<file path="config.mk">
export PLATFORM = sky130hd
export DESIGN_NAME = u2l_decoder
export DESIGN_NICKNAME = d
export VERILOG_FILES = /design/src/sv/u2l_pkg.sv /design/src/sv/u2l_decoder.sv
export SDC_FILE = /design/constraint.sdc
export NUM_CORES = 1
export LEC_CHECK = 0
export BUFFER_PORTS_ARGS = -buffer_cell sky130_fd_sc_hd__clkbuf_2
export CAP_MARGIN = 25
export CELL_PAD_IN_SITES_DETAIL_PLACEMENT = 1
export CELL_PAD_IN_SITES_GLOBAL_PLACEMENT = 2
export CORE_ASPECT_RATIO = 0.9
export CORE_MARGIN = 2
export CORE_UTILIZATION = 27
export DETAILED_ROUTE_END_ITERATION = 8
export PLACE_DENSITY_LB_ADDON = 0.1
export SLEW_MARGIN = 5
export SYNTH_ARGS = -nofsm -noshare
export SYNTH_HDL_FRONTEND = slang
export SYNTH_SLANG_ARGS = --single-unit
</file>
<file path="constraint.sdc">
create_clock -name clk -period 3.59 [get_ports clk]
set_clock_uncertainty 0.05 [all_clocks]
set_input_delay 0.1795 -clock clk [delete_from_list [all_inputs] [get_ports clk]]
set_output_delay 0.1795 -clock clk [all_outputs]
set_load 0.05 [all_outputs]
</file>
<file path="src/sv/u2l_pkg.sv">
// Package with shared types, constants and the transliteration table.
package u2l_pkg;

    localparam logic [7:0] REPL_CHAR  = 8'h3F;
    localparam int         QUEUE_DEPTH = 2;

    // Work command passed from the decoder to the emitter.
    typedef struct packed {
        logic        has_char;   // a final character follows the replacements
        logic [20:0] code;       // code point to translate when has_char
        logic [2:0]  repl_cnt;   // number of '?' emitted before the character
    } u2l_cmd_t;

    // Translate a code point to Latin-1; '?' on a miss.
    function automatic logic [7:0] rom_lookup(input logic [20:0] cp);
        logic [7:0] c;
        c = REPL_CHAR;
        if (cp <= 21'h0000FF)
        begin
            c = cp[7:0];
        end
        else if (cp >= 21'h000100 && cp <= 21'h00017F)
        begin
            c = latin_ext_a(cp[6:0]);
        end
        else if (cp >= 21'h000410 && cp <= 21'h000425)
        begin
            c = cyr_letter(5'(cp - 21'h000410), 1'b1);
        end
        else if (cp >= 21'h000430 && cp <= 21'h000445)
        begin
            c = cyr_letter(5'(cp - 21'h000430), 1'b0);
        end
        else
        begin
            unique case (cp)
                21'h2010, 21'h2011, 21'h2012, 21'h2013, 21'h2014, 21'h2212: c = 8'h2D;
                21'h2018, 21'h2019: c = 8'h27;
                21'h201C, 21'h201D: c = 8'h22;
                21'h2022: c = 8'h2A;
                21'h2026: c = 8'h2E;
                21'h20AC: c = 8'h45;
                default:  c = REPL_CHAR;
            endcase
        end
        return c;
    endfunction

    // Latin Extended-A, U+0100 to U+017F.
    function automatic logic [7:0] latin_ext_a(input logic [6:0] idx);
        logic [8*128-1:0] tbl;
        logic [7:0]       c;
        tbl = {"AaAaAaCcCcCcCcDd", "DdEeEeEeEeEeGgGg", "GgGgHhHhIiIiIiIi",
               "Ii~~JjKk~LlLlLl~", "~LlNnNnNn~~~OoOo", "Oo~~RrRrRrSsSsSs",
               "SsTtTtTtUuUuUuUu", "UuUuWwYyYZzZzZz~"};
        c = tbl[8*(127 - int'(idx)) +: 8];
        return (c == 8'h7E) ? REPL_CHAR : c;
    endfunction

    // Cyrillic letters A to Kha in upper or lower case.
    function automatic logic [7:0] cyr_letter(input logic [4:0] idx, input logic upper);
        logic [8*22-1:0] tbl;
        logic [7:0]      c;
        tbl = "ABVGDE~~~~K~MNOPRSTU~X";
        c = REPL_CHAR;
        if (idx < 5'd22)
        begin
            c = tbl[8*(21 - int'(idx)) +: 8];
        end
        if (c == 8'h7E)
        begin
            c = REPL_CHAR;
        end
        else if (!upper && c != REPL_CHAR)
        begin
            c = c | 8'h20;
        end
        return c;
    endfunction

endpackage

</file>
<file path="src/sv/u2l_decoder.sv">
// Front end: UTF-8 sequence state and command generation, one byte per cycle while cmd_ready is high.
module u2l_decoder
(
    input  logic                 clk,
    input  logic                 rst_n,
    input  logic                 in_valid,
    output logic                 in_ready,
    input  logic [7:0]           in_byte,
    input  logic                 end_of_text,
    output logic                 cmd_valid,
    input  logic                 cmd_ready,
    output u2l_pkg::u2l_cmd_t    cmd
);

    logic [2:0]  seq_length_reg, seq_length_next;
    logic [1:0]  bytes_held_reg, bytes_held_next;
    logic [20:0] code_accum_reg, code_accum_next;
    logic        fire;

    assign in_ready = cmd_ready;
    assign fire     = in_valid && in_ready;

    // Decode one byte into next state and a command.
    always_comb
    begin
        logic [2:0] repl;
        logic       fresh;
        logic [1:0] held_inc;
        seq_length_next = seq_length_reg;
        bytes_held_next = bytes_held_reg;
        code_accum_next = code_accum_reg;
        cmd             = '0;
        repl            = 3'd0;
        fresh           = 1'b0;
        held_inc        = bytes_held_reg + 2'd1;
        if (seq_length_reg == 3'd0)
        begin
            fresh = 1'b1;
        end
        else if (in_byte[7:6] == 2'b10)
        begin
            code_accum_next = {code_accum_reg[14:0], in_byte[5:0]};
            bytes_held_next = held_inc;
            if ({1'b0, held_inc} + 3'd1 >= seq_length_reg)
            begin
                cmd.has_char    = 1'b1;
                cmd.code        = code_accum_next;
                seq_length_next = 3'd0;
                bytes_held_next = 2'd0;
                code_accum_next = '0;
            end
        end
        else
        begin
            repl  = {1'b0, bytes_held_reg} + 3'd1;
            fresh = 1'b1;
        end
        if (fresh)
        begin
            seq_length_next = 3'd0;
            bytes_held_next = 2'd0;
            code_accum_next = '0;
            priority if (!in_byte[7])
            begin
                cmd.has_char = 1'b1;
                cmd.code     = {13'd0, in_byte};
            end
            else if (in_byte[7:5] == 3'b110)
            begin
                seq_length_next = 3'd2;
                code_accum_next = {16'd0, in_byte[4:0]};
            end
            else if (in_byte[7:4] == 4'b1110)
            begin
                seq_length_next = 3'd3;
                code_accum_next = {17'd0, in_byte[3:0]};
            end
            else if (in_byte[7:3] == 5'b11110)
            begin
                seq_length_next = 3'd4;
                code_accum_next = {18'd0, in_byte[2:0]};
            end
            else
            begin
                repl = repl + 3'd1;
            end
        end
        // End of text flushes a sequence left open.
        if (end_of_text && seq_length_next != 3'd0)
        begin
            repl            = repl + {1'b0, bytes_held_next} + 3'd1;
            seq_length_next = 3'd0;
            bytes_held_next = 2'd0;
            code_accum_next = '0;
        end
        cmd.repl_cnt = repl;
    end

    assign cmd_valid = fire && (cmd.has_char || cmd.repl_cnt != 3'd0);

    always_ff @(posedge clk or negedge rst_n)
    begin
        if (!rst_n)
        begin
            seq_length_reg <= '0;
            bytes_held_reg <= '0;
            code_accum_reg <= '0;
        end
        else if (fire)
        begin
            seq_length_reg <= seq_length_next;
            bytes_held_reg <= bytes_held_next;
            code_accum_reg <= code_accum_next;
        end
    end

    ap_held_lt_len: assert property (@(posedge clk) disable iff (!rst_n)
        seq_length_reg != 3'd0 |-> {1'b0, bytes_held_reg} + 3'd1 < seq_length_reg)
        else $error("held count reached sequence length");
    ap_idle_clear: assert property (@(posedge clk) disable iff (!rst_n)
        seq_length_reg == 3'd0 |-> bytes_held_reg == 2'd0 && code_accum_reg == '0)
        else $error("state not cleared with no sequence open");
    ap_cmd_fire: assert property (@(posedge clk) disable iff (!rst_n)
        cmd_valid |-> fire)
        else $error("command without accepted byte");

endmodule

</file>
======== After elaboration in Yosys (flattened, before gate mapping) ========
Index checks and enable logic that the tools add are counted.
cells by class
  reduce and logical (&&, ||, !) cells .... 9
  equality and inequality tests ........... 5
  add/subtract/negate cells ............... 6
  muxes and demuxes ....................... 38
  $lt $le $gt $ge ......................... 1
operator list
  cell                                                              count
  22-bit two-way mux                                                5
  15-bit two-way mux                                                5
  3-bit two-way mux                                                 18
  2-bit two-way mux                                                 5
  5-bit two-way mux                                                 2
  3-bit nonzero test                                                3
  2-bit by 1-bit adder with 3-bit output (second input constant)    2
  3-bit by 1-bit adder with 3-bit output (second input constant)    2
  5-bit equality test (second input constant)                       1
  4-bit equality test (second input constant)                       1
  4-bit two-way mux                                                 1
  3-bit by 2-bit adder with 3-bit output                            1
  3-bit equality test (second input constant)                       1
  3-bit >= comparator                                               1
  1-bit logical AND                                                 3
  3-bit zero test                                                   1
  3-bit by 1-bit != test with 1-bit output (second input constant)  1
  3-bit AND reduction                                               1
  2-bit by 1-bit adder with 2-bit output (second input constant)    1
  2-bit equality test (second input constant)                       1
  1-bit two-way mux                                                 2
  1-bit logical OR                                                  1
storage, ports and cells
  input bits .............................. 13
  register bits ........................... 20
  output and inout port bits .............. 27

======== Depth between registers and ports, before layout ========
  depth in word-level cells ............... 15
  mapped depth ............................ 16
  depth with buffers taken out ............ 15

======== Least setup slack after synthesis ========
No wires, ideal clock.
  path kind ............................... register to output
  start point ............................. register bytes_held_reg[0]
  end point ............................... output port cmd_valid
  stages on the path, launching flop included .. 17
  slack ................................... -0.738 ns
  required time ........................... 3.360 ns
  arrival time ............................ 4.098 ns
  cells stage by stage .................... dfrtp_1 -> inv_1 -> ha_1 -> xor2_1 -> ha_1 -> nand2_1 -> o21ai_1 -> or3_1 -> clkbuf_1 -> nand2b_1 -> ha_1 -> inv_1 -> fa_1 -> inv_1 -> nor2_1 -> xor2_1 -> o311a_1
RTL lines
  what                      RTL line            source
  start: declaration        u2l_decoder.sv:16   logic [1:0] bytes_held_reg, bytes_held_next;
  start signal: assignment  u2l_decoder.sv:112  bytes_held_reg <= bytes_held_next;
  end: declaration          u2l_decoder.sv:10   output logic cmd_valid,

======== Worst setup path in the final report ========
  start point ............................. register bytes_held_reg[0]
  end point ............................... output port cmd_valid
on the way
  word-level cells in the longest chain between the ends .. 15
ends and longest elaborated chain
  what                                    RTL line           source
  2-bit by 1-bit adder with 3-bit output  u2l_decoder.sv:55  repl = {1'b0, bytes_held_reg} + 3'd1;
  3-bit two-way mux                       u2l_decoder.sv:40  else if (in_byte[7:6] == 2'b10)
  3-bit two-way mux                       u2l_decoder.sv:36  if (seq_length_reg == 3'd0)
  3-bit by 1-bit adder with 3-bit output  u2l_decoder.sv:85  repl = repl + 3'd1;
  3-bit two-way mux                       u2l_decoder.sv:78  else if (in_byte[7:3] == 5'b11110)
  3-bit two-way mux                       u2l_decoder.sv:73  else if (in_byte[7:4] == 4'b1110)
  3-bit two-way mux                       u2l_decoder.sv:68  else if (in_byte[7:5] == 3'b110)
  3-bit two-way mux                       u2l_decoder.sv:63  priority if (!in_byte[7])
  3-bit two-way mux                       u2l_decoder.sv:58  if (fresh)
  3-bit by 2-bit adder with 3-bit output  u2l_decoder.sv:91  repl = repl + {1'b0, bytes_held_next} + 3'd1;
  3-bit by 1-bit adder with 3-bit output  u2l_decoder.sv:91
  3-bit two-way mux                       u2l_decoder.sv:89  if (end_of_text && seq_length_next != 3'd0)
  3-bit nonzero test                      u2l_decoder.sv:99  assign cmd_valid = fire && (cmd.has_char || cmd.repl_cnt != 3'd0);
  1-bit logical OR (*)                    u2l_decoder.sv:99
  1-bit logical AND (*)                   u2l_decoder.sv:99
Mark *: on every way between the ends. The rest lies on a longest branch, timed or not.

==> impl_results.md <==
* Final period utilization at 101%
* Leakage at 0.882 nW
* Top cells by area, synth: dfrtp_1 (37%), a22o_1 (9.8%), and2_1 (8.9%), ha_1 (6.5%), nand2_1 (5.1%)
* Fin crit period at 3.62 ns
* HPWL Detailed at 2970 um
* Mapped Area at 0.00134 mm2
* Slew Viols, Final at 0
* TritonCTS clock tree: yes
* CP required at 3.36 ns
* Mapped Cells at 147
* Top-area cell type share of the netlist area at 37.4%
* Most frequent cell after synthesis: dfrtp_1
* P&R area growth vs syn at 36.7%
* Worst reg-to-reg path cell count at 10
* Worst Hold Class: input port to register
* Hold Path Stages at 2
* Register bit count reported by yosys at 20
* CTS clk-pin slew, worst paths at 0.08 ns
* TNS Setup at -0.0348 ns
* Largest net degree at the start of global routing at 24
* Crit path kind: register to primary output
* Max reg flops at 15
* Ys async rst share at 100%
* Via density at 4.98
* Unrepaired setup endpoints after global routing: true
* Failing checks: negative setup slack
* Final ANT Viol Nets at 0
* Number of antenna violations at the first check in global routing at 0
* Placement Cell Area at 0.00168 mm2
* CORE AREA at 0.00480 mm2
* Count of final hold-check violations at 0
* Max-Slew Margin vs Limit at 45.8%
* Yosys cell types at 35
* Top cells by count, synth: dfrtp_1 (20), and2_1 (19), nand2_1 (18), a22o_1 (15), o21ai_0 (8)
* NumNets Final at 214
* Slowest stage delay, CP at 0.43 ns
* Power Density at 324 mW/mm2
* Via count at 1279
* Endpoints failing setup at 1
* Row count at 24
* Fmax at 276 MHz
* Worst path cell trace: inv_2 -> ha_4 -> xor2_1 -> ha_1 -> nand2_1 -> o21ai_2 -> or3_4 -> nand2b_4 -> ha_4 -> inv_2 -> fa_1 -> nor3b_2 -> a31oi_1 -> o311a_4 -> clkbuf_16
* Port Buffer Count at 39
* Drt pass-1 iters at 4
* Gp weighted congestion at 0.878
* CTS Root Cell: clkbuf_8
* Post-Syn Nets at 168
* DRC Markers at 0
* Num CTS Buffers at 3
* Tightest Pin Transition at 0.811 ns
* Total GRT Usage at 14.9%
* Post-synthesis sequential area ratio at 37.4%
* Slowest cell on crit path: fa_1
* Area leader, netlist: dfrtp_1
* Peak VDD IR at 0.132 mV
* Crit path DAT at 3.40 ns
* Worst-Skew Late Latency at 0.26 ns
* Chip Width at 78.2 um
* Mapped Avg Cell Area at 9.10 um2
* Status: complete, but fails checks
* Top_reg_cell synth: dfrtp_1
* CTS max path bufs at 2
* Max cap viols at 0
* Number of H-tree levels at 1
* First-pass GRT wire length at 6690 um
* Design area at 0.00183 mm2
* Initial core utilization at 27.8%
* Crit. End Element: primary output
* Diode count at 0
* Avg WL per Cell at 15.3 um
* Die boundary height at 70.8 um
* Reg2reg end: code_accum_reg[0]
* Pre-CTS setup slack at -0.0134 ns
* Total die area at 0.00553 mm2
* Final WL at 3940 um
* EDFF count, synth at 0
* Reg2Reg Launch Point: bytes_held_reg[0]
* Final setup margin at -0.0348 ns
* Yosys warnings at 0
* Layout cells sized above 1 at 36.5%
* Endpoint of the worst hold path: code_accum_reg[0]
* Vias in the first global route at 1351
* R2R Setup Slk at 1.10 ns
* Worst Setup Start Kind: register
* Crit Path Max Fanout at 2
* Hold_sp: in_byte[0]
* Iter 0 DRT Violations at 39
* # IOs at 40
* # clock sinks at 20
* Global route total overflow at 0
power breakdown:
group | switching [W] | internal, W
sequential | 0.00000384 | 0.000229
clock | 0.0000778 | 0.000149
combinational | 0.0000912 | 0.0000414
through the flow:
stage                     std cells  power, W  utilization, %  hold WS, ns
after global routing            257  0.000622            38.0       0.0998
after global placement          251  0.000361            34.9        0.118
after CTS                       257  0.000601            37.9       0.0909
after floorplan                 147  0.000321               -       -0.166
after detailed placement        251  0.000362            34.9        0.133
final                           257  0.000592            38.0       0.0935
layer usage:
layer  GRT usage (%)  part of all wire [%]  up-vias
met5               0                     0        -
met4            1.75                     0        0
met3            2.30                   4.2        0
met2            23.8                    45       40
met1            22.1                    51      625
li1                -                     -      614
cell type report:
| class | instances | area, um2 |
|---|---|---|
| well taps | 65 | 81.3 |
| flip-flops and latches | 20 | 502 |
| repair buffers | 48 | 285 |
| fillers | 596 | 2980 |
| inverters | 7 | 26.3 |
| clock buffers | 3 | 41.3 |
| multi-input cells | 113 | 862 |
| clock inverters | 1 | 30.0 |
kinds of logic (layout without fill, tap and decap cells):
logic type / Yosys count / count (layout) / synth area share [%]
and+or+nand+nor: 62 / 62 / 24.6
xor gates and xnor gates: 2 / 2 / 1.31
adders and majority gates: 8 / 8 / 8.04
AOI/OAI and AO/OA: 38 / 38 / 21.7
muxes: 3 / 3 / 2.43
buffers and inverters: 14 / 59 / 4.49
DFF: 20 / 20 / 37.4
cells in the final DEF (no fill, tap or decap), types with 2 or more instances in the layout:
cell       count
clkbuf_2      38
and2_1        19
dfrtp_1       19
nand2_1       18
a22o_1        15
o21ai_0        8
buf_4          8
nand3_1        6
inv_1          5
ha_1           5
nor2_1         4
clkbuf_8       3
inv_2          2
nor3_2         2
or3_1          2
nor2_2         2
mux2_2         2
a2bb2oi_1      2
nor3_1         2
a31oi_1        2
ha_4           2
worst max-delay path, delay by kind of cell (launching register included):
family | cells | cell delay (ns)
fa+ha+maj | 4 | 1.07
simple gates | 4 | 0.74
compound gates | 3 | 0.45
flops | 1 | 0.42
buf+inv | 3 | 0.29
xor+xnor | 1 | 0.16
worst max path at each step:
stage | end | startpoint | cells after the start
6_report | cmd_valid | bytes_held_reg[0] | 15
3_3_place_gp | cmd_valid | bytes_held_reg[0] | 15
5_1_grt | cmd_valid | bytes_held_reg[0] | 15
4_1_cts | cmd_valid | bytes_held_reg[1] | 14
3_5_place_dp | cmd_valid | bytes_held_reg[0] | 15
2_1_floorplan | cmd_valid | bytes_held_reg[0] | 15
repair_timing:
| item | CTS | global route |
|---|---|---|
| endpoints found under the setup margin | 1 | 1 |
| gates resized for setup | 10 | 2 |
| hold endpoints to repair | 20 | 0 |
| setup buffers | 1 | 0 |
| pin swaps | 8 | 1 |
| hold buffers | 1 | 0 |
(Power assumes the default switching activity.)
