## src/sv/u2l_pkg.sv

```systemverilog
// Package with shared types, constants and the transliteration table.
package u2l_pkg;

    localparam logic [7:0] REPL_CHAR  = 8'h3F;
    localparam int         QUEUE_DEPTH = 2;

    // Work command passed from the decoder to the emitter.
    typedef struct packed {
        logic        has_char;   // a final character follows the replacements
        logic [20:0] code;       // code point to translate when has_char
        logic [2:0]  repl_cnt;   // number of '?' emitted before the character
    } u2l_cmd_t;

    // Translate a code point to Latin-1; '?' on a miss.
    function automatic logic [7:0] rom_lookup(input logic [20:0] cp);
        logic [7:0] c;
        c = REPL_CHAR;
        if (cp <= 21'h0000FF)
        begin
            c = cp[7:0];
        end
        else if (cp >= 21'h000100 && cp <= 21'h00017F)
        begin
            c = latin_ext_a(cp[6:0]);
        end
        else if (cp >= 21'h000410 && cp <= 21'h000425)
        begin
            c = cyr_letter(5'(cp - 21'h000410), 1'b1);
        end
        else if (cp >= 21'h000430 && cp <= 21'h000445)
        begin
            c = cyr_letter(5'(cp - 21'h000430), 1'b0);
        end
        else
        begin
            unique case (cp)
                21'h2010, 21'h2011, 21'h2012, 21'h2013, 21'h2014, 21'h2212: c = 8'h2D;
                21'h2018, 21'h2019: c = 8'h27;
                21'h201C, 21'h201D: c = 8'h22;
                21'h2022: c = 8'h2A;
                21'h2026: c = 8'h2E;
                21'h20AC: c = 8'h45;
                default:  c = REPL_CHAR;
            endcase
        end
        return c;
    endfunction

    // Latin Extended-A, U+0100 to U+017F.
    function automatic logic [7:0] latin_ext_a(input logic [6:0] idx);
        logic [8*128-1:0] tbl;
        logic [7:0]       c;
        tbl = {"AaAaAaCcCcCcCcDd", "DdEeEeEeEeEeGgGg", "GgGgHhHhIiIiIiIi",
               "Ii~~JjKk~LlLlLl~", "~LlNnNnNn~~~OoOo", "Oo~~RrRrRrSsSsSs",
               "SsTtTtTtUuUuUuUu", "UuUuWwYyYZzZzZz~"};
        c = tbl[8*(127 - int'(idx)) +: 8];
        return (c == 8'h7E) ? REPL_CHAR : c;
    endfunction

    // Cyrillic letters A to Kha in upper or lower case.
    function automatic logic [7:0] cyr_letter(input logic [4:0] idx, input logic upper);
        logic [8*22-1:0] tbl;
        logic [7:0]      c;
        tbl = "ABVGDE~~~~K~MNOPRSTU~X";
        c = REPL_CHAR;
        if (idx < 5'd22)
        begin
            c = tbl[8*(21 - int'(idx)) +: 8];
        end
        if (c == 8'h7E)
        begin
            c = REPL_CHAR;
        end
        else if (!upper && c != REPL_CHAR)
        begin
            c = c | 8'h20;
        end
        return c;
    endfunction

endpackage

```

## src/sv/u2l_emitter.sv

```systemverilog
// Back end: expands commands into output characters with a registered output.
module u2l_emitter
(
    input  logic              clk,
    input  logic              rst_n,
    input  logic              cmd_valid,
    output logic              cmd_ready,
    input  u2l_pkg::u2l_cmd_t cmd,
    output logic              out_valid,
    input  logic              out_ready,
    output logic [7:0]        out_char,
    output logic              run_last
);

    logic [2:0] done_reg;
    logic       valid_reg;
    logic [7:0] char_reg;
    logic       last_reg;
    logic       load;
    logic [2:0] total;
    logic [2:0] done_inc;

    assign total     = cmd.repl_cnt + 3'(cmd.has_char);
    assign done_inc  = done_reg + 3'd1;
    assign load      = cmd_valid && (!valid_reg || out_ready);
    assign cmd_ready = load && done_inc == total;
    assign out_valid = valid_reg;
    assign out_char  = char_reg;
    assign run_last  = last_reg;

    // Emit one character per cycle from the head command while the output is not stalled.
    always_ff @(posedge clk or negedge rst_n)
    begin
        if (!rst_n)
        begin
            done_reg  <= 3'd0;
            valid_reg <= 1'b0;
        end
        else
        begin
            if (load)
            begin
                valid_reg <= 1'b1;
                done_reg  <= (done_inc == total) ? 3'd0 : done_inc;
            end
            else if (out_ready)
            begin
                valid_reg <= 1'b0;
            end
        end
    end

    always_ff @(posedge clk)
    begin
        if (load)
        begin
            char_reg <= (done_reg < cmd.repl_cnt) ? u2l_pkg::REPL_CHAR
                                                  : u2l_pkg::rom_lookup(cmd.code);
            last_reg <= done_inc == total;
        end
    end

    ap_done_range: assert property (@(posedge clk) disable iff (!rst_n)
        cmd_valid |-> done_reg < total)
        else $error("emit counter past command length");
    ap_hold: assert property (@(posedge clk) disable iff (!rst_n)
        valid_reg && !out_ready |=> valid_reg && $stable(char_reg))
        else $error("output changed while stalled");
    ap_idle_done: assert property (@(posedge clk) disable iff (!rst_n)
        !cmd_valid |-> done_reg == 3'd0)
        else $error("partial command with empty queue");

endmodule
```

## config.mk

```make
export PLATFORM = sky130hd
export DESIGN_NAME = u2l_emitter
export DESIGN_NICKNAME = d
export VERILOG_FILES = /design/src/sv/u2l_pkg.sv /design/src/sv/u2l_emitter.sv
export SDC_FILE = /design/constraint.sdc
export NUM_CORES = 1
export LEC_CHECK = 0
export ABC_CLOCK_PERIOD_IN_PS = 1900
export BUFFER_PORTS_ARGS = -buffer_cell sky130_fd_sc_hd__buf_2
export CORE_AREA = 2 2 69 71
export CTS_CLUSTER_DIAMETER = 60
export DETAILED_ROUTE_END_ITERATION = 8
export DIE_AREA = 0 0 71 73
export PLACE_DENSITY = 0.81
export SYNTH_ARGS = -nofsm -noshare
export SYNTH_HDL_FRONTEND = slang
export SYNTH_SLANG_ARGS = --single-unit
```

## constraint.sdc

```tcl
create_clock -name clk -period 1.9 [get_ports clk]
set_input_delay 0.095 -clock clk [delete_from_list [all_inputs] [get_ports clk]]
set_output_delay 0.095 -clock clk [all_outputs]
set_load 0.01 [all_outputs]
```

# --- Yosys cells after proc, flatten, opt, wreduce, memory -nomap -nowiden ---
# Cells that the tools add are included.
op_classes:
  addsub: 7
  reduce_logical: 11
  n_eq_ne: 18
  shift: 3
  n_lt_le_gt_ge: 10
  n_mux: 23
op_table:
  columns: ["operator", "count"]
  rows:
  - ["1024-bit by 11-bit variable part select with 8-bit output (first input constant)", 1]
  - ["176-bit by 9-bit variable part select with 8-bit output (first input constant)", 2]
  - ["21-bit by 14-bit equality test with 1-bit output (second input constant)", 13]
  - ["8-bit 2-to-1 mux", 18]
  - ["21-bit by 11-bit greater-or-equal comparator with 1-bit output (second input constant)", 2]
  - ["21-bit by 11-bit <= comparator with 1-bit output (second input constant)", 2]
  - ["7-bit case mux with 6 select lines", 1]
  - ["8-bit by 7-bit equality test with 1-bit output (second input constant)", 3]
  - ["21-bit by 9-bit greater-or-equal comparator with 1-bit output (second input constant)", 1]
  - ["21-bit by 8-bit <= comparator with 1-bit output (second input constant)", 1]
  - ["21-bit by 9-bit <= comparator with 1-bit output (second input constant)", 1]
  - ["5-bit by 5-bit subtractor with 6-bit output (first input constant)", 2]
  - ["5-bit less-than comparator (second input constant)", 2]
  - ["5-bit subtractor (second input constant)", 2]
  - ["8-bit by 6-bit != test with 1-bit output (second input constant)", 1]
  - ["7-bit by 7-bit subtractor with 8-bit output (first input constant)", 1]
  - ["6-bit 2-to-1 mux", 1]
  - ["6-bit OR reduction", 1]
  - ["1-bit logical AND", 5]
  - ["2-bit OR reduction", 2]
  - ["3-bit by 1-bit adder with 3-bit output", 1]
  - ["3-bit by 1-bit adder with 3-bit output (second input constant)", 1]
  - ["3-bit equality test", 1]
  - ["3-bit less-than comparator", 1]
  - ["5 further kinds", 6]
word_totals:
  output_inout_bits: 11
  input_bits: 29
  regBits: 13
  word_cells: 76

# --- Depth between registers and ports, before layout ---
logic_depth:
  depth_word: 16
  ltp_mapped: 9
  depth_no_buf: 9

# --- Least setup slack after synthesis ---
# OpenSTA, ideal clock, no wires.
synth_path:
  path_kind: "input port to flip-flop"
  startpoint: "input cmd[4] (netlist name)"
  endpoint: "register char_reg[6] (netlist: out_char[6]), data pin"
  required_ns: 1.641
  arrival_time_ns: 2.054
  path_buffers: 0
  cell_stages: 8
  path_slack_ns: -0.413
  path_cell_list: "clkinv_1 ha_1 or2b_2 o22ai_1 or4_4 a21o_1 o31a_1 o31a_1"
synth_via:
  elab_chain_len: 15
  elab_cells_between_ends: 58
  classes_between: "add/sub (5); order compare (9); eq/ne (16); shift (3); mux (19); reduce/logical (6)"
synth_rtl:
  columns: ["element", "line", "text"]
  rows:
  - ["from (decl)", "u2l_emitter.sv:8", "input u2l_pkg::u2l_cmd_t cmd,"]
  - ["5-bit subtractor", "u2l_pkg.sv:28, u2l_pkg.sv:32", null]
  - ["5-bit by 5-bit subtractor with 6-bit output", "u2l_pkg.sv:68", "c = tbl[8*(21 - int'(idx)) +: 8];"]
  - ["176-bit by 9-bit variable part select with 8-bit output", "u2l_pkg.sv:68", null]
  - ["8-bit 2-to-1 mux", "u2l_pkg.sv:66", "if (idx < 5'd22)"]
  - ["8-bit 2-to-1 mux", "u2l_pkg.sv:30", "else if (cp >= 21'h000430 && cp <= 21'h000445)"]
  - ["8-bit 2-to-1 mux", "u2l_pkg.sv:26", "else if (cp >= 21'h000410 && cp <= 21'h000425)"]
  - ["8-bit 2-to-1 mux", "u2l_pkg.sv:22", "else if (cp >= 21'h000100 && cp <= 21'h00017F)"]
  - ["8-bit 2-to-1 mux", "u2l_pkg.sv:18", "if (cp <= 21'h0000FF)"]
  - ["8-bit 2-to-1 mux", "u2l_emitter.sv:55", "if (load)"]
  - ["8-bit by 7-bit equality test with 1-bit output", "u2l_pkg.sv:70", "if (c == 8'h7E)"]
  - ["8-bit 2-to-1 mux", "u2l_pkg.sv:70", null]
  - ["8-bit 2-to-1 mux", "u2l_pkg.sv:30", null]
  - ["8-bit 2-to-1 mux", "u2l_pkg.sv:26", null]
  - ["8-bit 2-to-1 mux", "u2l_pkg.sv:22", null]
  - ["8-bit 2-to-1 mux *", "u2l_pkg.sv:18", null]
  - ["to (signal assigned)", "u2l_emitter.sv:57", "char_reg <= (done_reg < cmd.repl_cnt) ? u2l_pkg::REPL_CHAR"]
  - ["to (decl)", "u2l_emitter.sv:17", "logic [7:0] char_reg;"]
# Mark *: on every way between the ends. The rest lies on a longest branch, timed or not. The select of a mux whose other input is x is not followed.
# A chain may end at the register's enable or synchronous reset.

# --- Final worst setup path ---
layout_path:
  startpoint: "input cmd[9] (netlist name)"
  endpoint: "register char_reg[4] (netlist: out_char[4]), data pin"
layout_via:
  elab_chain_len: 7
  elab_cells_between_ends: 35
  classes_between: "add/sub (1); order compare (7); eq/ne (14); shift (1); mux (6); reduce/logical (6)"
layout_rtl:
  columns: ["element", "line"]
  rows:
  - ["parallel branches: the longest is 6 deep, another holds 7-bit by 7-bit subtractor with 8-bit output", null]
  - ["8-bit 2-to-1 mux *", "u2l_pkg.sv:18"]
# Mark *: on every way between the ends.

==> impl_metrics.json <==
{
  "avgSynthCellArea_sq_um": 7.92,
  "syn_to_final_growth_pct": 53.5,
  "syn_inst": 297,
  "hold_ws_ps": 73.3,
  "combPwrFrac": 0.595,
  "worstPathArrival_ps": 1990,
  "timing.rr.end": "out_char[7]$_SDFFCE_PN0P_",
  "p_clk_frac": 0.159,
  "fin_crit_ps": 2030,
  "num_vias": 3131,
  "cp_slowest_cell": "o41ai_1",
  "nets": 466,
  "synth_edf_count": 9,
  "power_per_cell_area_nw_per_um2": 425,
  "vdd_drop_max_uv": 277,
  "synth_area_leaders": "edfxtp_1 (11%), ha_1 (9.0%), dfrtp_1 (4.3%)",
  "antenna_found_initial": 0,
  "initial_core_util": 0.519,
  "drive_gt1_frac": 0.475,
  "hold_end": "out_valid$_DFFE_PN0P_",
  "path_class": "in2reg",
  "yosysWarnings": 0,
  "failed_checks": "setup timing",
  "hold_viol": 0,
  "intPower_uw": 908,
  "drc": 0,
  "drt_iter0_markers": 383,
  "routabilityCongestion": 1.02,
  "yosysSeqAreaShare": 0.157,
  "dpl.hpwl_microns": 6680,
  "worstHoldStart": "cmd_valid",
  "cts-root-buf": "clkbuf_8",
  "drtPass1Iterations": 5,
  "clk_latency_ps": 240,
  "cp.required_ps": 1860,
  "crit_path_start_kind": "input port",
  "setup_ws_ps": -125,
  "via_per_inst": 6.62,
  "synth_cell_types": 82,
  "path_cells": "buf_2, or3_1, or3_1, buf_4, o41ai_1, or4_1, o221ai_1",
  "routed_wl_microns": 9190,
  "crit_top_cell": "or3_1",
  "async_flop_share": 0.308,
  "cap_violations": 0,
  "htree_levels": 1,
  "postRouteAntennaNets": 0,
  "tightestPinTransition_ps": 693,
  "crit_start": "cmd[9]",
  "cp_slowest_stage_delay_ps": 460,
  "place_ws_ps": -500,
  "max-slew-margin-rel": 0.532,
  "synth_top_area_share": 0.115,
  "clk_pin_slew_ps": 50,
  "rows": 25,
  "ys_ff_latch": 13,
  "final_cells": 473,
  "synth_fp_nets": 343,
  "fp.dieH_microns": 73,
  "reg2reg_setup_slack_ps": 160,
  "crit_fanout": 5,
  "overflow": 0,
  "maxSlewViolCount": 0,
  "rsz0062_at_grt": "true",
  "end_kind": "flop",
  "period_share": 1.07,
  "synth_top_flop_cell": "edfxtp_1",
  "core_sq_um": 4540,
  "synth_top_area_cell": "edfxtp_1",
  "grt_pass1_vias": 2847,
  "die_area_sq_um": 5180,
  "io_pins": 40,
  "numCtsBuffers": 3,
  "cts_tree": "done",
  "fmax_ghz": 0.494,
  "p_leak_uw": 0.00147,
  "r2r_start": "done_reg[1]$_DFFE_PN0P_",
  "grt_max_degree": 17,
  "grt_use_total": 0.331,
  "p_sw_frac": 0.408,
  "placed_cells": 461,
  "finClkSkew_ps": 0.758,
  "detail_route.wl_per_cell_microns": 19.4,
  "clockBufferDepth": 2,
  "r2r_cells": 5,
  "largest_register_ffs": 8,
  "seq_power_share": 0.246,
  "n_antenna_cell": 0,
  "setup_violations": 3,
  "netlist_area_sq_um": 2350,
  "p_sw_uw": 625,
  "grt_pass1_wl_microns": 13700,
  "hold_depth": 2,
  "hp-class": "in2reg",
  "die_w_microns": 71,
  "status": "finished, violations left",
  "io_buffers": 39,
  "cts.sinks": 13,
  "fill_cells": 320
}
==> critical path, delay by kind of cell <==
family	cells	cell delay, ps
buf+inv	2	320
simple gates	3	1000
compound gates	2	570
==> metrics by stage <==
stage / TNS (ps) / instance area (sq um) / power, uW / utilization
6_report: -286 / 3610 / 1530 / 0.796
5_1_grt: -437 / 3610 / 1630 / 0.796
4_1_cts: -8.08 / 3440 / 1460 / 0.758
3_5_place_dp: -3170 / 3280 / 1190 / 0.723
3_3_place_gp: -2650 / 3280 / 1170 / 0.723
2_1_floorplan: -49.2 / 2450 / 871 / -
==> final cells by class <==
class                           count  area (sq um)  area share
Inverter                           13          81.3      0.0225
Timing Repair Buffer              139          1010       0.281
Multi-Input combinational cell    250          2030       0.563
Sequential cell                    13           370       0.103
Clock buffer                        4          45.0      0.0125
Tap cell                           54          67.6      0.0187
==> how the worst max path moves through the flow <==
stage	depth (start not counted)	slack [ps]	end
5_1_grt	7	-160	out_char[6]$_SDFFCE_PN0P_
6_report	7	-130	out_char[4]$_SDFFCE_PN1P_
2_1_floorplan	9	-50	out_char[6]$_SDFFCE_PN0P_
3_3_place_gp	9	-430	out_char[6]$_SDFFCE_PN0P_
4_1_cts	10	-7	out_char[4]$_SDFFCE_PN1P_
3_5_place_dp	9	-500	out_char[6]$_SDFFCE_PN0P_
==> power by group through the flow <==
stage | Sequential (uW) | Combinational [uW] | Clock, uW
2_1_floorplan | 377 | 494 | 0
3_3_place_gp | 377 | 792 | 0
3_5_place_dp | 381 | 811 | 0
4_1_cts | 376 | 841 | 243
5_1_grt | 380 | 993 | 254
6_report | 377 | 913 | 243
==> placed cells by master, fill, tap and decap left out, types with 4 or more instances in the layout <==
cell	n
ha_4	6
o221ai_1	4
o21ai_0	19
nand3_1	6
ha_1	8
xnor2_1	5
nor3_1	11
buf_12	4
nor2_1	21
or3_1	7
edfxtp_1	9
nand4_1	4
nand2_1	21
a211oi_1	5
buf_2	34
nor3_2	4
o21ai_1	5
nand2b_1	7
buf_4	97
dfrtp_1	4
a21oi_1	13
inv_1	8
==> kinds of logic (layout without fill, tap and decap cells) <==
family | after synthesis | in the layout | share of synthesized area
compound gates | 101 | 101 | 0.313
buf+inv | 34 | 156 | 0.0771
mux | 3 | 3 | 0.0133
xor+xnor | 8 | 8 | 0.0298
fa+ha+maj | 17 | 17 | 0.0904
flops | 13 | 13 | 0.157
simple gates | 121 | 121 | 0.319
==> per-layer routing <==
metal | global-route usage | vias up | part of all wire
met5 | 0 | - | 0
met4 | 0.128 | 0 | 0.054
met3 | 0.0262 | 64 | 0.090
met2 | 0.569 | 229 | 0.48
met1 | 0.433 | 1423 | 0.37
li1 | - | 1415 | -
==> cell usage after synthesis (5+ instances only) <==
cell,instances
nor3_1,13
a21oi_1,14
buf_4,5
or3_1,7
inv_1,10
a211oi_1,6
ha_1,17
nand2b_1,8
o22ai_1,5
nor4_1,5
xnor2_1,5
o221ai_1,5
nand3_1,6
edfxtp_1,9
o21ai_0,20
clkbuf_1,8
nor2_1,21
nand2_1,21
==> what timing repair did <==
action | in CTS | in global routing
hold endpoints to repair | 4 | 0
hold buffers | 1 | 0
setup buffers | 5 | 2
pin swaps | 9 | 21
endpoints found under the setup margin | 7 | 10
resized for setup | 17 | 32
(Power assumes the default switching activity.)
