**config.mk**
```make
export PLATFORM = sky130hd
export DESIGN_NAME = u2l_cmd_queue
export DESIGN_NICKNAME = d
export VERILOG_FILES = /design/src/sv/u2l_pkg.sv /design/src/sv/u2l_cmd_queue.sv
export SDC_FILE = /design/constraint.sdc
export NUM_CORES = 1
export LEC_CHECK = 0
export BUFFER_PORTS_ARGS = -buffer_cell sky130_fd_sc_hd__buf_2
export CAP_MARGIN = 15
export CORE_MARGIN = 2
export CORE_UTILIZATION = 40
export DETAILED_ROUTE_END_ITERATION = 6
export SYNTH_ARGS = -nofsm -noshare
export SYNTH_HDL_FRONTEND = slang
export SYNTH_SLANG_ARGS = --single-unit
```
**constraint.sdc**
```tcl
create_clock -name clk -period 5.51 [get_ports clk]
set_clock_uncertainty 0.2 [all_clocks]
set_input_delay 0.551 -clock clk [delete_from_list [all_inputs] [get_ports clk]]
set_output_delay 0.551 -clock clk [all_outputs]
set_load 0.005 [all_outputs]
```
**src/sv/u2l_pkg.sv**
```systemverilog
// Package with shared types, constants and the transliteration table.
package u2l_pkg;

    localparam logic [7:0] REPL_CHAR  = 8'h3F;
    localparam int         QUEUE_DEPTH = 2;

    // Work command passed from the decoder to the emitter.
    typedef struct packed {
        logic        has_char;   // a final character follows the replacements
        logic [20:0] code;       // code point to translate when has_char
        logic [2:0]  repl_cnt;   // number of '?' emitted before the character
    } u2l_cmd_t;

    // Translate a code point to Latin-1; '?' on a miss.
    function automatic logic [7:0] rom_lookup(input logic [20:0] cp);
        logic [7:0] c;
        c = REPL_CHAR;
        if (cp <= 21'h0000FF)
        begin
            c = cp[7:0];
        end
        else if (cp >= 21'h000100 && cp <= 21'h00017F)
        begin
            c = latin_ext_a(cp[6:0]);
        end
        else if (cp >= 21'h000410 && cp <= 21'h000425)
        begin
            c = cyr_letter(5'(cp - 21'h000410), 1'b1);
        end
        else if (cp >= 21'h000430 && cp <= 21'h000445)
        begin
            c = cyr_letter(5'(cp - 21'h000430), 1'b0);
        end
        else
        begin
            unique case (cp)
                21'h2010, 21'h2011, 21'h2012, 21'h2013, 21'h2014, 21'h2212: c = 8'h2D;
                21'h2018, 21'h2019: c = 8'h27;
                21'h201C, 21'h201D: c = 8'h22;
                21'h2022: c = 8'h2A;
                21'h2026: c = 8'h2E;
                21'h20AC: c = 8'h45;
                default:  c = REPL_CHAR;
            endcase
        end
        return c;
    endfunction

    // Latin Extended-A, U+0100 to U+017F.
    function automatic logic [7:0] latin_ext_a(input logic [6:0] idx);
        logic [8*128-1:0] tbl;
        logic [7:0]       c;
        tbl = {"AaAaAaCcCcCcCcDd", "DdEeEeEeEeEeGgGg", "GgGgHhHhIiIiIiIi",
               "Ii~~JjKk~LlLlLl~", "~LlNnNnNn~~~OoOo", "Oo~~RrRrRrSsSsSs",
               "SsTtTtTtUuUuUuUu", "UuUuWwYyYZzZzZz~"};
        c = tbl[8*(127 - int'(idx)) +: 8];
        return (c == 8'h7E) ? REPL_CHAR : c;
    endfunction

    // Cyrillic letters A to Kha in upper or lower case.
    function automatic logic [7:0] cyr_letter(input logic [4:0] idx, input logic upper);
        logic [8*22-1:0] tbl;
        logic [7:0]      c;
        tbl = "ABVGDE~~~~K~MNOPRSTU~X";
        c = REPL_CHAR;
        if (idx < 5'd22)
        begin
            c = tbl[8*(21 - int'(idx)) +: 8];
        end
        if (c == 8'h7E)
        begin
            c = REPL_CHAR;
        end
        else if (!upper && c != REPL_CHAR)
        begin
            c = c | 8'h20;
        end
        return c;
    endfunction

endpackage

```
**src/sv/u2l_cmd_queue.sv**
```systemverilog
// Two-entry queue between decoder and emitter.
module u2l_cmd_queue
(
    input  logic              clk,
    input  logic              rst_n,
    input  logic              wr_valid,
    output logic              wr_ready,
    input  u2l_pkg::u2l_cmd_t wr_data,
    output logic              rd_valid,
    input  logic              rd_ready,
    output u2l_pkg::u2l_cmd_t rd_data
);

    u2l_pkg::u2l_cmd_t mem_reg [u2l_pkg::QUEUE_DEPTH];
    logic              wptr_reg, rptr_reg;
    logic [1:0]        count_reg;
    logic              push, pop;

    assign wr_ready = count_reg != 2'(u2l_pkg::QUEUE_DEPTH);
    assign rd_valid = count_reg != 2'd0;
    assign rd_data  = mem_reg[rptr_reg];
    assign push     = wr_valid && wr_ready;
    assign pop      = rd_valid && rd_ready;

    // Storage write.
    always_ff @(posedge clk)
    begin
        if (push)
        begin
            mem_reg[wptr_reg] <= wr_data;
        end
    end

    // Pointers and fill count.
    always_ff @(posedge clk or negedge rst_n)
    begin
        if (!rst_n)
        begin
            wptr_reg  <= 1'b0;
            rptr_reg  <= 1'b0;
            count_reg <= 2'd0;
        end
        else
        begin
            if (push)
            begin
                wptr_reg <= ~wptr_reg;
            end
            if (pop)
            begin
                rptr_reg <= ~rptr_reg;
            end
            count_reg <= count_reg + 2'(push) - 2'(pop);
        end
    end

    ap_count_max: assert property (@(posedge clk) disable iff (!rst_n)
        count_reg <= 2'(u2l_pkg::QUEUE_DEPTH))
        else $error("queue overflow");
    ap_ptr_count: assert property (@(posedge clk) disable iff (!rst_n)
        (count_reg == 2'd0 || count_reg == 2'd2) |-> wptr_reg == rptr_reg)
        else $error("pointers disagree with count");
    ap_push_pop: assert property (@(posedge clk) disable iff (!rst_n)
        push && !pop |=> count_reg == $past(count_reg) + 2'd1)
        else $error("count did not grow on push");

endmodule

```
# After elaboration in Yosys (flattened, before gate mapping)
# Memories as Yosys holds them, arrays and structs flattened.
# Cells that the tools add are included.
# W data, S select, Z words.
[totals]
out_inout_bits = 27
reg_bits = 4
n_memories = 1
elab_cells = 14
romBits = 0
latch_bits = 0
in_bits = 29
ram_bits = 50
[memory_table]
columns = ["name", "depth", "word_bits", "read_ports", "rd_ports_with_merged_regs", "write_ports", "line_no", "text"]
rows = [
  ["mem_reg", 2, 25, 1, 0, 1, "u2l_cmd_queue.sv:14", "u2l_pkg::u2l_cmd_t mem_reg [u2l_pkg::QUEUE_DEPTH];"],
]
[classes]
bitwise_logic = 2
muxes = 2
n_reduce_logical = 3
n_mul = 0
magnitude_cmp = 0
n_eq_ne = 1
shift = 0
n_addsub = 2
div_mod_pow = 0
[ops]
columns = ["op", "n"]
rows = [
  ["$add A2 B1 Y2", 1],
  ["$logic_and A1 B1 Y1", 2],
  ["$mux W1", 2],
  ["$ne A2 B2 Y1 const B", 1],
  ["$not A1 Y1", 2],
  ["$reduce_bool A2 Y1", 1],
  ["$sub A2 B1 Y2", 1],
]

# Depth between registers and ports, before layout
# Gate-level depths: netlist of the first run.
[depth]
depth_word = 4
depth_mapped = 7
ltp_nobuf = 7

# Worst setup path after synthesis of the first run
# Ideal clock, no wire load.
[synth_path]
path_kind = "input port to flip-flop"
start = "input wr_valid"
end = "memory mem_reg[0][0] in the netlist's numbering (enable)"
path_stages = 2
path_buffers = 0
slack_ns = 3.193
arrival_time_ns = 1.710
setup_time_ns = 0.407
path_cell_list = "nand2_1 > nor2_1"
[synth_between]
elab_chain_len = 3
[synth_lines]
columns = ["item", "line_no", "text"]
rows = [
  ["start, declared", "u2l_cmd_queue.sv:6", "input logic wr_valid,"],
  ["$logic_and A1 B1 Y1", "u2l_cmd_queue.sv:22", "assign push = wr_valid && wr_ready;"],
  ["$mux W1", "u2l_cmd_queue.sv:28", "if (push)"],
  ["$mux W1 (implied by the code)", "u2l_cmd_queue.sv:30", "mem_reg[wptr_reg] <= wr_data;"],
  ["end, declared", "u2l_cmd_queue.sv:14", ""],
]
# Every way passes these cells.

==> results.yml, run 1 <==
cts:
  post_cts_resized: 0
  cts_hold_buf: 1
  cts_tree: "built"
  clkTransAtPathRegs_ns: 0.09
  cts_sinks: 54
  clk_latency_ns: 0.29
  numCtsBuffers: 5
  cts-root-buf: "clkbuf_8"
  post-cts-setup-buffer-count: 0
  cts_buffer_depth: 2
  cts-htree-levels: 2
run_status:
  run_status: "finished clean"
cells_and_area:
  diodes: 0
  num-nets-final: 188
  largest_register_ffs: 50
  drive_gt1_frac: 0.573
  utilization: 0.521
  syn_to_final_growth_pct: 23.5
power:
  power_density_nw_per_um2: 489
  p_leak_uw: 0.000951
  vdd_drop_max_mv: 0.304
placement:
  io_buffers: 55
  gp_routability_congestion: 0.619
  place_ws_ns: 3.08
  dp.final_hpwl_um: 2140
global_route:
  grt_use_total: 0.121
  grt_pass1_vias: 1060
  top_usage_layer: "met2"
  grt_util_met3: 0.0442
  overflow: 0
  met1_usage: 0.140
  grtUsageMet2: 0.205
  antenna_found_initial: 0
  grt_pass1_wl_um: 4890
  grt_max_degree: 27
floorplanning:
  fp.dieArea_um2: 5630
  ios: 56
  start_util: 0.422
  die_x_um: 75.1
  chipHeight_um: 75.1
  rows: 25
  coreArea_um2: 4790
routing:
  via_per_inst: 4.59
  wl_per_cell_um: 14.5
  totalWireLength_um: 3240
  drtIter0Drc: 80
  postRouteAntennaNets: 0
  first_pass_iters: 2
  drc: 0
  vias: 1029
timing:
  slew_headroom: 0.276
  fmax_ghz: 0.374
  worst_pin_slew_ns: 1.09
  period_minus_slack_ns: 2.68
  setup_slack_ns: 2.83
  tns_ns: 0
  rsz0062_at_grt: "false"
  final.period_utilization: 0.486
  setup_viol: 0
  hold_violations: 0
  slew_viol_final: 0
synthesis:
  synthCells: 95
  yosysSeqAreaShare: 0.793
  avgSynthCellArea_um2: 21.3
  syn_nets: 126
  ys_seq_elements: 54
  yosys_warnings: 0
  synthesis.area_um2: 2020
  ys_types: 15
flow_run:
  max_cap_violations: 0
critical_path:
  cp_max_fo: 26
  endpoint_kind: "output port"
  crit_type: "reg2out"
  critPathRequiredTime_ns: 4.76
  worstPathArrival_ns: 1.93
  start_kind: "flop"
min_path:
  min_path_type: "in2reg"
[cells in the mapped netlist]
| library cell | count | area, um2 |
|---|---|---|
| mux2_2 | 24 | 270 |
| nand2_1 | 1 | 3.75 |
| nor2_1 | 1 | 3.75 |
| and2_4 | 1 | 8.76 |
| and3_1 | 1 | 6.26 |
| ha_1 | 2 | 25.0 |
| buf_6 | 3 | 33.8 |
| nand2b_1 | 1 | 6.26 |
| or2_1 | 1 | 6.26 |
| xnor2_1 | 3 | 26.3 |
| mux2_4 | 1 | 15.0 |
| xor2_1 | 1 | 8.76 |
| dfrtp_1 | 4 | 100 |
| inv_1 | 1 | 3.75 |
| edfxtp_1 | 50 | 1500 |
[critical path: stages, from the launching register on]
cell and delay [ns]:
dfrtp_1 1.07, mux2_2 0.43, buf_2 0.13
[final cells by class]
class	count	area [um2]
inverter	1	3.75
multi-input combinational	37	383
clock buffer	5	68.8
clock inverter	2	33.8
tap	67	83.8
sequential	54	1600
fill	415	2290
timing repair buffer	58	320
[placed cells by master (no fill, tap or decap), drive strengths merged]
master and n:
and3 1, or2 1, inv 1, clkbuf 5, dlygate4sd3 1, clkinv 1, xnor2 3, dfrtp 4
xor2 1, edfxtp 50, ha 2, nand2 1, buf 57, nand2b 1, mux2 25, bufinv 1
nor2 1, and2 1
[cells by family (layout without fill, tap and decap cells)]
logic type,after synthesis,count (layout),share of synthesized area
XOR/XNOR,4,4,0.0174
flip-flops,54,54,0.793
AND/OR/NAND/NOR,6,6,0.0174
adder cells (fa/ha/maj),2,2,0.0124
multiplexers,25,25,0.141
buffers and inverters,4,66,0.0186
[power breakdown]
| group | switching (uW) | leakage [uW] | internal [uW] | total, uW |
|---|---|---|---|---|
| Sequential | 61.9 | 0.000511 | 562 | 624 |
| Clock | 116 | 0.0000517 | 131 | 248 |
| Combinational | 146 | 0.000389 | 201 | 347 |
[layer usage]
metal | vias up | routed length (um)
met1 | 503 | 1400
met3 | 3 | 250
li1 | 484 | -
met5 | - | 0
met2 | 39 | 1570
met4 | 0 | 21
[stage by stage]
stage | area, um2 | power, uW | hold slack [ns] | instances
final | 2490 | 1220 | 0.239 | 224
after global routing | 2490 | 1290 | 0.222 | 224
after CTS | 2470 | 1230 | 0.225 | 223
after detailed placement | 2350 | 977 | 0.163 | 215
after global placement | 2350 | 964 | 0.162 | 215
after floorplan | 2020 | 846 | 0.0554 | 95
[path summary, 6_finish.rpt]
| path | cells after the start | slack (ns) | startpoint | end |
|---|---|---|---|---|
| min | 1 | 0.24 | wr_data[22] | mem_reg[1][22]$_DFFE_PP_ |
| max | 2 | 2.83 | rptr_reg$_DFFE_PN0P_ | rd_data[20] |
| min reg2reg | 1 | 0.32 | wptr_reg$_DFFE_PN0N_ | wptr_reg$_DFFE_PN0N_ |
| max reg2reg | 7 | 3.59 | count_reg[1]$_DFF_PN0_ | count_reg[1]$_DFF_PN0_ |
| max in group asynchronous | 2 | 4.62 | rst_n | rptr_reg$_DFFE_PN0P_ |
| min in group asynchronous | 2 | 0.37 | rst_n | wptr_reg$_DFFE_PN0N_ |
Note: power is estimated with default switching activity, not from simulation.
==> run 2, diff against run 1 <==
Settings changed: PLACE_DENSITY from default to 0.66.
Clock period 5.51 ns to 2.35 ns, I/O delays scaled along.
==> results.yml, run 2 (same netlist as run 1, synthesis figures left out) <==
cells_and_area:
  syn_to_final_growth_pct: 36.1
  drive_gt1_frac: 0.503
  diodes: 0
  num-nets-final: 215
  most-common-layout-cells: "buf_2 (55), edfxtp_1 (50), dlygate4sd3_1 (26)"
  layout_commonest_cell: "buf_2"
  largest_register_ffs: 50
  fill_cells: 381
  finalInstanceArea_um2: 2750
  regArea_um2: 1600
  multi_input_area_um2: 383
timing:
  final.period_utilization: 0.807
  period_minus_slack_ns: 1.90
  slew_viol_final: 0
  hold_violations: 0
  worst_pin_slew_ns: 0.345
  fmax_ghz: 0.527
  slew_headroom: 0.770
  rsz0062_at_grt: "false"
  tns_ns: 0
  whs_ns: 0.0405
  setup_viol: 0
routing:
  drc: 0
  totalWireLength_um: 3420
  wl_per_cell_um: 13.6
  vias: 1124
  postRouteAntennaNets: 0
  via_per_inst: 4.46
  drtIter0Drc: 46
  first_pass_iters: 4
placement:
  placed_cell_area_um2: 2380
  io_buffers: 55
  dp.final_hpwl_um: 2260
  gp_routability_congestion: 0.604
floorplanning:
  die_x_um: 75.1
  start_util: 0.422
  rows: 25
  chipHeight_um: 75.1
  coreArea_um2: 4790
  ios: 56
  fp.dieArea_um2: 5630
critical_path:
  start_kind: "flop"
  timing.rr.start: "count_reg[1]$_DFF_PN0_"
  r2r-end: "count_reg[1]$_DFF_PN0_"
  cp-endpoint: "count_reg[1]$_DFF_PN0_"
  worstPathArrival_ns: 1.92
  endpoint_kind: "flop"
  reg2regPathDepth: 7
  cp_max_fo: 3
  crit_type: "reg2reg"
  critPathRequiredTime_ns: 2.37
  critPathLaunch: "count_reg[1]$_DFF_PN0_"
  r2r_slack_ns: 0.45
global_route:
  grt_use_total: 0.125
  grt_max_degree: 26
  antenna_found_initial: 0
  grt_pass1_vias: 1186
  overflow: 0
  grt_pass1_wl_um: 5110
flow_run:
  max_cap_violations: 0
power:
  p_leak_uw: 0.00106
  total_power_uw: 2890
  vdd_drop_max_mv: 0.777
  power_density_nw_per_um2: 1050
run_status:
  run_status: "finished clean"
cts:
  cts_buffer_depth: 2
  numCtsBuffers: 5
  cts-root-buf: "clkbuf_8"
  cts-htree-levels: 2
  clkTransAtPathRegs_ns: 0.09
  cts_tree: "built"
  post_cts_resized: 0
  cts_sinks: 54
  clk_latency_ns: 0.29
min_path:
  min_path_type: "in2reg"
==> run 2: cell count changes in the layout (fill, tap and decap cells not counted) <==
cell           change
buf_16             -1
buf_4              +3
clkbuf_1           +1
clkinv_1           -1
clkinvlp_4         +1
dlygate4sd3_1     +25
==> run 2: critical path, stage by stage (launching register included) <==
cell,delay [ns]
dfrtp_1,0.41
or2_1,0.26
and2_4,0.17
ha_1,0.26
inv_1,0.04
ha_1,0.17
xnor2_1,0.17
xnor2_1,0.14
==> run 2: power by group <==
part           switching, uW  internal (uW)
clock                    268            318
sequential              64.2           1320
combinational            432            492
total                    764           2130
==> run 2: through the flow <==
stage	utilization	setup slack [ns]	cells
2_1_floorplan	-	0.0638	95
3_3_place_gp	0.497	0.528	218
3_5_place_dp	0.497	0.480	218
4_1_cts	0.574	0.446	252
5_1_grt	0.574	0.359	252
6_report	0.574	0.453	252
==> run 2: timing repair <==
action	CTS	global route
endpoints found under the setup margin	0	0
endpoints found under the hold margin	54	0
hold buffers	26	0
setup buffers	0	0
==> run 2: how the worst min path moves through the flow <==
| stage | from | endpoint | slack, ns | cells past startpoint |
|---|---|---|---|---|
| final | rd_ready | rptr_reg$_DFFE_PN0P_ | 0.04 | 3 |
| after global routing | rd_ready | rptr_reg$_DFFE_PN0P_ | 0.03 | 3 |
| after CTS | rd_ready | rptr_reg$_DFFE_PN0P_ | 0.03 | 3 |
| after detailed placement | rst_n | count_reg[0]$_DFF_PN0_ | -0.15 | 1 |
| after global placement | rst_n | count_reg[0]$_DFF_PN0_ | -0.16 | 1 |
| after floorplan | rst_n | count_reg[0]$_DFF_PN0_ | -0.26 | 0 |
==> run 2: layout make-up <==
class | instances | share of cell area
tap | 67 | 0.0305
inverter | 1 | 0.00137
clock buffer | 6 | 0.0264
clock inverter | 2 | 0.0137
timing repair buffer | 85 | 0.206
sequential | 54 | 0.583
multi-input combinational | 37 | 0.139
==> run 2: per-layer routing <==
layer	GRT usage	routed length [um]	up-vias	part of all wire
met5	0	0	-	0
met1	0.139	1430	536	0.42
li1	-	-	539	-
met4	0.0238	6	0	0.0018
met2	0.233	1790	47	0.52
met3	0.0442	200	2	0.059
